**src/hdl/fir_deconvolution_with_bypass_defines.svh**
```systemverilog
// Assertion macros for the FIR deconvolution block.
`ifndef FIR_DECONVOLUTION_WITH_BYPASS_DEFINES_SVH
`define FIR_DECONVOLUTION_WITH_BYPASS_DEFINES_SVH

`ifndef SYNTHESIS
`define FDB_ASSERT_SAME(name, ante, cons) \
    name: assert property (@(posedge clk) disable iff (!rst_n) (ante) |-> (cons)) \
        else $error("fir_deconvolution_with_bypass: same-cycle check failed");
`define FDB_ASSERT_NEXT(name, ante, cons) \
    name: assert property (@(posedge clk) disable iff (!rst_n) (ante) |=> (cons)) \
        else $error("fir_deconvolution_with_bypass: next-cycle check failed");
`else
`define FDB_ASSERT_SAME(name, ante, cons)
`define FDB_ASSERT_NEXT(name, ante, cons)
`endif

`endif

```
**src/hdl/firdec_pkg.sv**
```systemverilog
package firdec_pkg;

    localparam int TAPS           = 30;
    localparam int TAP_W          = $clog2(TAPS);
    localparam int COEF_FRAC_BITS = 20;
    localparam int COEF_TABLE_FRAC = 24;
    localparam int COEF_SHIFT     = COEF_TABLE_FRAC - COEF_FRAC_BITS;
    localparam int COEF_HALF      = (1 << COEF_SHIFT) >> 1;
    localparam int COEF_W         = COEF_FRAC_BITS;

    localparam int SMP_W   = 16;
    localparam int GAIN_W  = 12;
    localparam int OUT_W   = 24;
    localparam int B_W     = SMP_W + 1;
    localparam int ACC_W   = COEF_W + B_W + 5;
    localparam int LO_W    = ACC_W / 2;
    localparam int HI_W    = ACC_W - LO_W;
    localparam int MUL_A_W = HI_W + 1;
    localparam int P_W     = MUL_A_W + B_W;
    localparam int TP_W    = COEF_W + B_W;
    localparam int SC_W    = ACC_W + GAIN_W + 1;
    localparam int OUT_SH  = COEF_FRAC_BITS + 8;
    localparam int OUT_MAX = 8388607;
    localparam int OUT_MIN = -8388608;

    localparam int CFG_IDX_W  = 2;
    localparam int CFG_DATA_W = 16;

    localparam logic [GAIN_W-1:0] GAIN_RESET     = 12'd1741;
    localparam logic [SMP_W-1:0]  LOW_THR_RESET  = 16'd768;
    localparam logic [SMP_W-1:0]  HIGH_THR_RESET = 16'd1408;
    localparam logic [SMP_W-1:0]  WARMUP_RESET   = 16'd576;

    localparam int COEF_Q24 [TAPS] = '{
        3573328, -261841, -195190, -145505, -108468, -80858, -60276, -44933,
        -33495, -24969, -18613, -13875, -10343, -7710, -5747, -4284, -3193,
        -2380, -1773, -1321, -984, -732, -543, -402, -296, -215, -153, -105,
        -65, -31
    };

    typedef enum logic [CFG_IDX_W-1:0] {
        CFG_GAIN     = 2'd0,
        CFG_LOW_THR  = 2'd1,
        CFG_HIGH_THR = 2'd2,
        CFG_WARMUP   = 2'd3
    } cfg_idx_t;

    typedef struct packed {
        logic [SMP_W-1:0] sample;
        logic [SMP_W-1:0] sample_index;
    } in_word_t;

    typedef struct packed {
        logic signed [OUT_W-1:0] filtered;
        logic                    bypassed;
    } out_word_t;

    typedef struct packed {
        logic [GAIN_W-1:0] gain;
        logic [SMP_W-1:0]  low_threshold;
        logic [SMP_W-1:0]  high_threshold;
        logic [SMP_W-1:0]  warmup_limit;
    } cfg_t;

    typedef enum logic [1:0] {
        MUL_TAP = 2'd0,
        MUL_LO  = 2'd1,
        MUL_HI  = 2'd2
    } mul_sel_t;

    typedef struct packed {
        logic             load;
        logic             mul_en;
        mul_sel_t         mul_sel;
        logic [TAP_W-1:0] tap;
        logic             acc_en;
        logic             lo_cap;
        logic             sum_en;
        logic             out_load;
    } ctrl_cmd_t;

    typedef struct packed {
        logic out_free;
    } dp_status_t;

    // Coefficient k, rounded half up from the stored table precision.
    function automatic logic signed [COEF_W-1:0] coef_at(input logic [TAP_W-1:0] k);
        int raw;
        int rounded;
        raw = 0;
        if (int'(k) < TAPS)
        begin
            raw = COEF_Q24[k];
        end
        rounded = (raw + COEF_HALF) >>> COEF_SHIFT;
        return rounded[COEF_W-1:0];
    endfunction

endpackage

```
**src/hdl/fir_deconvolution_with_bypass.sv**
```systemverilog
// Thirty-tap FIR deconvolution of an unsigned Q8.8 sensor stream with raw bypass.
// Each accepted word shifts its sample into a zero-reset delay line, and one shared
// multiply-accumulate unit steps through the 30 taps, one tap per cycle; the sum is
// then scaled by the gain register in two partial products, rounded and saturated
// to signed Q16.8. Samples under the low threshold, or under the high threshold
// during warm-up, are returned unchanged with bypassed set. After acceptance, the
// controller steps through the tap states, a drain state, two scaling states and
// a sum state, and then loads the rounded result into the output register;
// a result still waiting in the output register holds that load back until it
// is taken. A new word is accepted in the cycle after the load, even while the
// previous result still waits in the output register. The user must write the
// registers only while idle; the block itself does not enforce this.
`include "fir_deconvolution_with_bypass_defines.svh"

module fir_deconvolution_with_bypass (
    input  logic                                clk,
    input  logic                                rst_n,
    input  logic                                cfg_we,
    input  logic [firdec_pkg::CFG_IDX_W-1:0]    cfg_index,
    input  logic [firdec_pkg::CFG_DATA_W-1:0]   cfg_data,
    input  logic                                in_valid,
    output logic                                in_stall,
    input  firdec_pkg::in_word_t                in_data,
    output logic                                out_valid,
    input  logic                                out_stall,
    output firdec_pkg::out_word_t               out_data
);

    firdec_pkg::cfg_t          cfg;
    firdec_pkg::ctrl_cmd_t     cmd;
    firdec_pkg::dp_status_t    status;

    firdec_regs u_regs (
        .clk       (clk),
        .rst_n     (rst_n),
        .cfg_we    (cfg_we),
        .cfg_index (cfg_index),
        .cfg_data  (cfg_data),
        .cfg       (cfg)
    );

    firdec_ctrl u_ctrl (
        .clk      (clk),
        .rst_n    (rst_n),
        .in_valid (in_valid),
        .in_stall (in_stall),
        .status   (status),
        .cmd      (cmd)
    );

    firdec_dp u_dp (
        .clk       (clk),
        .rst_n     (rst_n),
        .cfg       (cfg),
        .in_data   (in_data),
        .cmd       (cmd),
        .status    (status),
        .out_valid (out_valid),
        .out_stall (out_stall),
        .out_data  (out_data)
    );

    // A waiting result is never overwritten, an accepted word keeps the block busy,
    // and the accumulator is never cleared while it is summing.
    `FDB_ASSERT_SAME(a_out_load_free, cmd.out_load, status.out_free)
    `FDB_ASSERT_NEXT(a_busy_after_accept, in_valid && !in_stall, in_stall)
    `FDB_ASSERT_NEXT(a_result_shown, cmd.out_load, out_valid)
    `FDB_ASSERT_SAME(a_no_load_while_acc, cmd.acc_en, !cmd.load)

endmodule

```
**src/hdl/firdec_regs.sv**
```systemverilog
module firdec_regs (
    input  logic                                   clk,
    input  logic                                   rst_n,
    input  logic                                   cfg_we,
    input  logic [firdec_pkg::CFG_IDX_W-1:0]       cfg_index,
    input  logic [firdec_pkg::CFG_DATA_W-1:0]      cfg_data,
    output firdec_pkg::cfg_t                       cfg
);

    firdec_pkg::cfg_t cfg_reg;
    firdec_pkg::cfg_t cfg_next;

    always_comb
    begin
        cfg_next = cfg_reg;
        if (cfg_we)
        begin
            unique case (firdec_pkg::cfg_idx_t'(cfg_index))
                firdec_pkg::CFG_GAIN:
                    cfg_next.gain = cfg_data[firdec_pkg::GAIN_W-1:0];
                firdec_pkg::CFG_LOW_THR:
                    cfg_next.low_threshold = cfg_data[firdec_pkg::SMP_W-1:0];
                firdec_pkg::CFG_HIGH_THR:
                    cfg_next.high_threshold = cfg_data[firdec_pkg::SMP_W-1:0];
                firdec_pkg::CFG_WARMUP:
                    cfg_next.warmup_limit = cfg_data[firdec_pkg::SMP_W-1:0];
            endcase
        end
    end

    always_ff @(posedge clk or negedge rst_n)
    begin
        if (!rst_n)
        begin
            cfg_reg.gain           <= firdec_pkg::GAIN_RESET;
            cfg_reg.low_threshold  <= firdec_pkg::LOW_THR_RESET;
            cfg_reg.high_threshold <= firdec_pkg::HIGH_THR_RESET;
            cfg_reg.warmup_limit   <= firdec_pkg::WARMUP_RESET;
        end
        else
        begin
            cfg_reg <= cfg_next;
        end
    end

    assign cfg = cfg_reg;

endmodule

```
**src/hdl/firdec_ctrl.sv**
```systemverilog
module firdec_ctrl (
    input  logic                     clk,
    input  logic                     rst_n,
    input  logic                     in_valid,
    output logic                     in_stall,
    input  firdec_pkg::dp_status_t   status,
    output firdec_pkg::ctrl_cmd_t    cmd
);

    typedef enum logic [6:0] {
        S_IDLE  = 7'b0000001,
        S_MAC   = 7'b0000010,
        S_DRAIN = 7'b0000100,
        S_SLO   = 7'b0001000,
        S_SHI   = 7'b0010000,
        S_SUM   = 7'b0100000,
        S_DONE  = 7'b1000000
    } state_t;

    localparam logic [firdec_pkg::TAP_W-1:0] LAST_TAP =
        firdec_pkg::TAP_W'(firdec_pkg::TAPS - 1);

    state_t                          state_reg;
    state_t                          state_next;
    logic [firdec_pkg::TAP_W-1:0]    tap_reg;
    logic [firdec_pkg::TAP_W-1:0]    tap_next;

    always_comb
    begin
        state_next  = state_reg;
        tap_next    = tap_reg;
        cmd         = '0;
        cmd.mul_sel = firdec_pkg::MUL_TAP;
        cmd.tap     = tap_reg;
        unique case (state_reg)
            S_IDLE:
            begin
                if (in_valid)
                begin
                    cmd.load   = 1'b1;
                    tap_next   = '0;
                    state_next = S_MAC;
                end
            end
            S_MAC:
            begin
                cmd.mul_en = 1'b1;
                cmd.acc_en = (tap_reg != '0);
                if (tap_reg == LAST_TAP)
                begin
                    state_next = S_DRAIN;
                end
                else
                begin
                    tap_next = tap_reg + 1'b1;
                end
            end
            S_DRAIN:
            begin
                cmd.acc_en = 1'b1;
                state_next = S_SLO;
            end
            S_SLO:
            begin
                cmd.mul_en  = 1'b1;
                cmd.mul_sel = firdec_pkg::MUL_LO;
                state_next  = S_SHI;
            end
            S_SHI:
            begin
                cmd.mul_en  = 1'b1;
                cmd.mul_sel = firdec_pkg::MUL_HI;
                cmd.lo_cap  = 1'b1;
                state_next  = S_SUM;
            end
            S_SUM:
            begin
                cmd.sum_en = 1'b1;
                state_next = S_DONE;
            end
            S_DONE:
            begin
                if (status.out_free)
                begin
                    cmd.out_load = 1'b1;
                    state_next   = S_IDLE;
                end
            end
            default:
            begin
                state_next = S_IDLE;
            end
        endcase
    end

    always_ff @(posedge clk or negedge rst_n)
    begin
        if (!rst_n)
        begin
            state_reg <= S_IDLE;
            tap_reg   <= '0;
        end
        else
        begin
            state_reg <= state_next;
            tap_reg   <= tap_next;
        end
    end

    assign in_stall = (state_reg != S_IDLE);

endmodule

```
**src/hdl/firdec_dp.sv**
```systemverilog
module firdec_dp (
    input  logic                     clk,
    input  logic                     rst_n,
    input  firdec_pkg::cfg_t         cfg,
    input  firdec_pkg::in_word_t     in_data,
    input  firdec_pkg::ctrl_cmd_t    cmd,
    output firdec_pkg::dp_status_t   status,
    output logic                     out_valid,
    input  logic                     out_stall,
    output firdec_pkg::out_word_t    out_data
);

    localparam int SMP_W   = firdec_pkg::SMP_W;
    localparam int ACC_W   = firdec_pkg::ACC_W;
    localparam int LO_W    = firdec_pkg::LO_W;
    localparam int MUL_A_W = firdec_pkg::MUL_A_W;
    localparam int B_W     = firdec_pkg::B_W;
    localparam int P_W     = firdec_pkg::P_W;
    localparam int TP_W    = firdec_pkg::TP_W;
    localparam int SC_W    = firdec_pkg::SC_W;
    localparam int OUT_W   = firdec_pkg::OUT_W;

    localparam logic signed [SC_W-1:0] RND_HALF = SC_W'(1) << (firdec_pkg::OUT_SH - 1);
    localparam logic signed [SC_W-1:0] SAT_MAX  = SC_W'(firdec_pkg::OUT_MAX);
    localparam logic signed [SC_W-1:0] SAT_MIN  = SC_W'(firdec_pkg::OUT_MIN);

    logic [SMP_W-1:0]           dl_reg [firdec_pkg::TAPS];
    logic [SMP_W-1:0]           dl_next [firdec_pkg::TAPS];
    logic signed [ACC_W-1:0]    acc_reg;
    logic signed [ACC_W-1:0]    acc_next;
    logic signed [P_W-1:0]      prod_reg;
    logic signed [P_W-1:0]      prod_next;
    logic signed [P_W-1:0]      lo_reg;
    logic signed [P_W-1:0]      lo_next;
    logic signed [SC_W-1:0]     scaled_reg;
    logic signed [SC_W-1:0]     scaled_next;
    logic [SMP_W-1:0]           sample_reg;
    logic [SMP_W-1:0]           sample_next;
    logic                       bypass_reg;
    logic                       bypass_next;
    logic                       out_valid_reg;
    logic                       out_valid_next;
    firdec_pkg::out_word_t      out_data_reg;
    firdec_pkg::out_word_t      out_data_next;

    logic signed [MUL_A_W-1:0]  mul_a;
    logic signed [B_W-1:0]      mul_b;
    logic signed [SC_W-1:0]     rnd;
    logic signed [SC_W-1:0]     shifted;
    logic signed [SC_W-1:0]     sat;

    always_comb
    begin
        unique case (cmd.mul_sel)
            firdec_pkg::MUL_TAP:
            begin
                mul_a = MUL_A_W'(firdec_pkg::coef_at(cmd.tap));
                mul_b = $signed({1'b0, dl_reg[cmd.tap]});
            end
            firdec_pkg::MUL_LO:
            begin
                mul_a = $signed(MUL_A_W'(acc_reg[LO_W-1:0]));
                mul_b = $signed(B_W'(cfg.gain));
            end
            firdec_pkg::MUL_HI:
            begin
                mul_a = MUL_A_W'($signed(acc_reg[ACC_W-1:LO_W]));
                mul_b = $signed(B_W'(cfg.gain));
            end
            default:
            begin
                mul_a = '0;
                mul_b = '0;
            end
        endcase
    end

    always_comb
    begin
        dl_next     = dl_reg;
        sample_next = sample_reg;
        bypass_next = bypass_reg;
        acc_next    = acc_reg;
        if (cmd.load)
        begin
            for (int k = firdec_pkg::TAPS - 1; k > 0; k--)
            begin
                dl_next[k] = dl_reg[k-1];
            end
            dl_next[0]  = in_data.sample;
            sample_next = in_data.sample;
            bypass_next = (in_data.sample < cfg.low_threshold) ||
                          ((in_data.sample_index < cfg.warmup_limit) &&
                           (in_data.sample < cfg.high_threshold));
            acc_next    = '0;
        end
        else if (cmd.acc_en)
        begin
            acc_next = acc_reg + ACC_W'($signed(prod_reg[TP_W-1:0]));
        end
    end

    assign prod_next   = cmd.mul_en ? P_W'(mul_a * mul_b) : prod_reg;
    assign lo_next     = cmd.lo_cap ? prod_reg : lo_reg;
    assign scaled_next = cmd.sum_en ? (SC_W'(prod_reg) <<< LO_W) + SC_W'(lo_reg)
                                    : scaled_reg;

    assign rnd     = scaled_reg + RND_HALF;
    assign shifted = rnd >>> firdec_pkg::OUT_SH;

    always_comb
    begin
        priority if (shifted > SAT_MAX)
        begin
            sat = SAT_MAX;
        end
        else if (shifted < SAT_MIN)
        begin
            sat = SAT_MIN;
        end
        else
        begin
            sat = shifted;
        end
    end

    assign status.out_free = !out_valid_reg || !out_stall;

    always_comb
    begin
        out_data_next  = out_data_reg;
        out_valid_next = out_valid_reg && out_stall;
        if (cmd.out_load)
        begin
            out_valid_next         = 1'b1;
            out_data_next.bypassed = bypass_reg;
            out_data_next.filtered = bypass_reg ? $signed(OUT_W'(sample_reg))
                                                : sat[OUT_W-1:0];
        end
    end

    always_ff @(posedge clk or negedge rst_n)
    begin
        if (!rst_n)
        begin
            for (int k = 0; k < firdec_pkg::TAPS; k++)
            begin
                dl_reg[k] <= '0;
            end
            out_valid_reg <= 1'b0;
        end
        else
        begin
            dl_reg        <= dl_next;
            out_valid_reg <= out_valid_next;
        end
    end

    always_ff @(posedge clk)
    begin
        acc_reg      <= acc_next;
        prod_reg     <= prod_next;
        lo_reg       <= lo_next;
        scaled_reg   <= scaled_next;
        sample_reg   <= sample_next;
        bypass_reg   <= bypass_next;
        out_data_reg <= out_data_next;
    end

    assign out_valid = out_valid_reg;
    assign out_data  = out_data_reg;

endmodule

```
**config.mk**
```make
export PLATFORM = sky130hd
export DESIGN_NAME = fir_deconvolution_with_bypass
export DESIGN_NICKNAME = d
export VERILOG_FILES = /design/src/hdl/firdec_pkg.sv /design/src/hdl/fir_deconvolution_with_bypass.sv /design/src/hdl/firdec_regs.sv /design/src/hdl/firdec_ctrl.sv /design/src/hdl/firdec_dp.sv
export VERILOG_INCLUDE_DIRS = /design/src /design/src/hdl
export SDC_FILE = /design/constraint.sdc
export NUM_CORES = 2
export LEC_CHECK = 0
export BUFFER_PORTS_ARGS = -buffer_cell sky130_fd_sc_hd__buf_2
export CELL_PAD_IN_SITES_DETAIL_PLACEMENT = 0
export CELL_PAD_IN_SITES_GLOBAL_PLACEMENT = 2
export CORE_MARGIN = 2
export CORE_UTILIZATION = 42
export DETAILED_ROUTE_END_ITERATION = 12
export HOLD_SLACK_MARGIN = 0.03
export PLACE_DENSITY = 0.81
export SLEW_MARGIN = 20
export SYNTH_ARGS = -nofsm -noshare
export SYNTH_HDL_FRONTEND = slang
export SYNTH_SLANG_ARGS = --single-unit
```
**constraint.sdc**
```tcl
create_clock -name clk -period 10.4 [get_ports clk]
set_input_delay 1.56 -clock clk [delete_from_list [all_inputs] [get_ports clk]]
set_output_delay 1.56 -clock clk [all_outputs]
set_load 0.005 [all_outputs]
```
# Yosys cells after proc, flatten, opt, wreduce, memory -nomap -nowiden
# Memory sizes are Yosys's and may differ from the RTL's.
# Index checks and enable logic that the tools add are counted.
[totals]
regBits = 770
memories = 1
romBits = 1024
ram_bits = 0
out_inout_bits = 27
latch_bits = 0
word_cells = 128
[memory_table]
columns = ["name", "words", "width", "read_ports", "rd_clocked_by_memory_dff", "wr", "line", "source"]
rows = [
  ["(no name shown)", 32, 32, 1, 0, 0, "firdec_pkg.sv:93", "raw = COEF_Q24[k];"],
]
[op_classes]
n_mul = 1
reduce_logical = 19
mux = 29
div = 0
shifts = 0
n_addsub = 5
order_cmp = 7
eq_ne = 18
bitwise = 1
[op_table]
columns = ["cell", "n"]
rows = [
  ["$mux 24", 5],
  ["$bmux 16 s5", 1],
  ["$pmux 22 s3", 1],
  ["$add 55x29->55 const B", 1],
  ["$add 55x39->55", 1],
  ["$pmux 7 s7", 1],
  ["$lt 16x16->1", 3],
  ["$mux 16", 3],
  ["$add 42x37->42", 1],
  ["$mul 22x17->39", 1],
  ["$pmux 16 s2", 1],
  ["$gt 27x24->1 const B", 1],
  ["$lt 27x24->1 const B", 1],
  ["$add 24x5->24 const B", 1],
  ["$mux 23", 1],
  ["$mux 7", 3],
  ["$mux 5", 2],
  ["$pmux 5 s2", 1],
  ["$mux 1", 8],
  ["$reduce_and 2->1", 4],
  ["$eq 7x1->1 const B", 1],
  ["$eq 7x2->1 const B", 1],
  ["$eq 7x3->1 const B", 1],
  ["$eq 7x4->1 const B", 1],
  ["24 further kinds", 35],
]

# Longest topological paths before layout
[depth]
ltp_word = 9
depth_mapped = 41
depth_no_buf = 38

# Modules after synthesis
# A second synthesis with hierarchy kept.
[hier_totals]
hier_cells = 4366
hier_area_um2 = 49931.6
[modules_own_cells]
columns = ["module", "area_per_inst_um2", "cells_each", "n_inst", "seq_area_each_um2"]
rows = [
  ["firdec_dp", 46891.2, 4157, 1, 16691.0],
  ["firdec_regs", 2267.2, 128, 1, 1519.0],
  ["firdec_ctrl", 773.2, 81, 1, 301.5],
]

# Least setup slack after synthesis
# Ideal clock, no wire load.
[synth_path]
kind = "flip-flop to flip-flop"
startpoint = "register u_ctrl.tap_reg[1] in the netlist's numbering"
endpoint = "register u_dp.prod_reg[37], data pin"
arrival_time_ns = 8.989
path_buffers = 4
required_time_ns = 10.142
slack_ns = 1.154
period_less_slack_ns = 9.246
path_stages_with_launch = 38
cell_sequence = "dfrtp_1 > inv_1 > clkbuf_1 > buf_1 > ha_1 > clkbuf_1 > a211oi_1 > a211oi_1 > nor2_1 > ha_1 > inv_1 > nor2_1 > nand2_2 > nor3_4 > a21boi_1 > a21oi_2 > nor2_1 > nand2_1 > [2 not listed] > fa_1 > clkbuf_1 > xnor2_1 > xnor2_1 > fa_1 > fa_1 > inv_1 > fa_1 > inv_1 > ha_1 > and3_1 > o221ai_1 > a31o_2 > a311oi_1 > nand4_1 > nand4b_1 > a21oi_1 > xnor2_1"
[synth_between]
elab_chain_len = 9
[synth_rtl]
columns = ["element", "line", "source"]
rows = [
  ["from (decl)", "firdec_ctrl.sv:25", "logic [firdec_pkg::TAP_W-1:0] tap_reg;"],
  ["from (signal assigned)", "firdec_ctrl.sv:106", "tap_reg <= tap_next;"],
  ["$not 5->6 (implied by the code)", "firdec_pkg.sv:93, firdec_dp.sv:58", ""],
  ["$mem_v2 32x32", "n/a", ""],
  ["$mux 24 (implied by the code) (2 in series)", "firdec_pkg.sv:93", ""],
  ["$mux 24", "firdec_pkg.sv:91", "if (int'(k) < TAPS)"],
  ["$mux 24", "firdec_dp.sv:54", "unique case (cmd.mul_sel)"],
  ["$add 24x5->24", "firdec_pkg.sv:95", "rounded = (raw + COEF_HALF) >>> COEF_SHIFT;"],
  ["$pmux 22 s3", "firdec_dp.sv:54", ""],
  ["$mul 22x17->39 (*)", "firdec_dp.sv:103", "assign prod_next = cmd.mul_en ? P_W'(mul_a * mul_b) : prod_reg;"],
  ["to (signal assigned)", "firdec_dp.sv:162", "prod_reg <= prod_next;"],
  ["to (decl)", "firdec_dp.sv:31", "logic signed [P_W-1:0] prod_reg;"],
]
# Every way passes the cells marked *; elsewhere a longest branch is shown, timed or not. The select of a mux whose other input is x is not followed.
# A chain may end at the register's enable or synchronous reset.

# Final worst setup path
[layout_path]
startpoint = "register u_ctrl.tap_reg[0] in the netlist's numbering"
endpoint = "register u_dp.prod_reg[37], data pin"
# The elaborated chain is that of the path after synthesis.

==> flow_summary.yaml <==
drt:
  drc: 0
  vias: 36564
  routed_wl_mm: 137
  wl_per_cell_um: 19.7
  viasPerCell: 5.25
  drt_first_pass_iters: 8
  ant_nets: 0
  dr.first_iter.drc_count: 2705
clock_tree:
  clk_latency_ns: 0.71
  numClockSinks: 722
  hold_buffers: 0
  post_cts_buffers: 0
  cts-buffers-inserted: 84
  cts_buffer_depth: 3
  cts_resized: 0
  cts_tree: "built"
  htreeDepth: 3
  cts_root_buf: "clkbuf_16"
  clkTransAtPathRegs_ns: 0.06
worst_setup_path:
  path_class: "flop to flop"
  worstPathArrival_ns: 10.25
  end_kind: "flop"
  crit_fanout: 39
  worst_ep_required_time_ns: 10.84
  cpPeakStageDelay_ns: 0.77
  cp_common_cell: "fa_1"
  critical_path.slowest_cell: "a22oi_2"
  start_kind: "flop"
sta:
  tns_ns: 0
  tightest_slew_ns: 1.06
  fin_crit_sh: 0.943
  hold_viol: 0
  timing.fmax_mhz: 102
  setup_viol_count_final: 0
  clock_skew_ns: 0.0660
  period_needed_ns: 9.81
  drv_slew: 0
  slew_headroom: 0.295
  rsz0062_at_grt: "false"
cells_and_area:
  largest_reg_flops: 480
  seq_area_um2: 18500
  fillers: 11260
  fin_nets: 5993
  area_growth_pct: 10.5
  drive_gt1_frac: 0.104
  multi_input_area_um2: 27900
synthesis:
  synth_area_um2: 49500
  netlist_instances: 5336
  synth.top_cell.area_share: 0.272
  synth_sequential_area_ratio: 0.374
  synth.distinct_cells: 87
  synth_top_area_cell: "dfrtp_1"
  ys_ff_latch: 722
  ys_warn_count: 0
  synth-edff-count: 127
  synth_flop_cell: "dfrtp_1"
  synth_common_cells: "1776 x nand2_1, 540 x inv_1, 538 x dfrtp_1, 344 x fa_1"
  post_synth.cell_area_avg_um2: 9.27
  async_flop_share: 0.766
  synth_nets: 5964
  yosys-top-cells-area: "dfrtp_1 27%, fa_1 14%, nand2_1 13%"
  yosysMostFrequentCell: "nand2_1"
place:
  dp_hpwl_mm: 99.0
  numPortBuffers: 81
  gp_congestion: 0.903
grt:
  grt_max_degree: 218
  grt_usage: 0.232
  overflow: 0
  antenna_found_initial: 4
  first_global_vias: 37187
  grt_first_pass_wirelength_mm: 218
hold_path:
  hold_class: "flop to flop"
job:
  cap_violations: 0
floorplanning:
  ios: 82
  core_area_um2: 117000
  die_y_um: 347
  start_util: 0.425
  die_width_um: 347
  rows: 125
  die-area_um2: 121000
status:
  status: "complete, no violations"
==> per-stage QoR <==
stage	worst slack (ns)	instances	instance area [µm²]	hold WS (ns)	utilization
after floorplan	1.15	5336	49500	0.400	-
after global placement	0.697	6802	51700	0.445	0.444
after detailed placement	0.710	6803	51800	0.455	0.444
after CTS	0.636	6958	54700	0.468	0.469
after global routing	0.0991	6958	54700	0.484	0.469
final	0.589	6959	54700	0.463	0.469
==> worst max-delay path, delay by kind of cell (launching register included) <==
kind | cells | cell delay [ns]
AOI/OAI and AO/OA | 6 | 2.07
xor gates and xnor gates | 1 | 0.14
adders and majority gates | 7 | 3.54
buffers and inverters | 7 | 1.11
DFF | 1 | 0.58
muxes | 2 | 1.08
and+or+nand+nor | 6 | 0.97
==> placed cells by master, fill, tap and decap left out, types with 67 or more instances in the layout <==
cell	count
a21o_1	67
a21oi_1	166
buf_2	80
buf_4	105
clkbuf_16	85
dfrtp_1	535
edfxtp_1	127
fa_1	344
ha_1	228
inv_1	540
mux4_2	108
nand2_1	1775
nor2_1	227
o21ai_0	92
xnor2_1	96
==> routing by layer <==
metal	routed length, µm	vias to the layer above	GRT usage
met2	67000	629	0.390
met5	0	-	0
li1	-	17324	-
met3	4540	191	0.0275
met4	3990	0	0.0689
met1	61800	18420	0.315
==> cell families after synthesis <==
kind of cell,after synthesis,share of synthesized area
AND/OR/NAND/NOR,2324,0.191
XOR/XNOR,135,0.0239
flip-flops,722,0.374
multiplexers,226,0.0746
buffers and inverters,796,0.0634
adder cells (fa/ha/maj),579,0.198
AO/OA/AOI/OAI,554,0.0746
==> path summary, 6_finish.rpt <==
path	cells past startpoint	startpoint	slack [ns]	end
min	2	u_dp.dl_reg[6]	0.46	u_dp.dl_reg[6]
max	29	u_ctrl.tap_reg[0]	0.59	u_dp.prod_reg[37]
max reg2reg	29	u_ctrl.tap_reg[0]	0.59	u_dp.prod_reg[37]
max in group asynchronous	3	rst_n	7.49	u_dp.dl_reg[110]
min in group asynchronous	1	rst_n	0.86	u_dp.dl_reg[248]
min reg2reg	2	u_dp.dl_reg[6]	0.46	u_dp.dl_reg[6]
==> cell type report <==
type                            count  share of cell area
Inverter                          543              0.0373
Sequential cell                   722               0.339
Tap cell                         1524              0.0349
Multi-Input combinational cell   3818               0.511
Antenna cell                        1           0.0000458
Timing Repair Buffer              196              0.0253
Clock inverter                     34             0.00936
Clock buffer                      121              0.0439
Power is not shown: default switching activity piles up to over one toggle a cycle in this logic, so the estimate is an artifact.
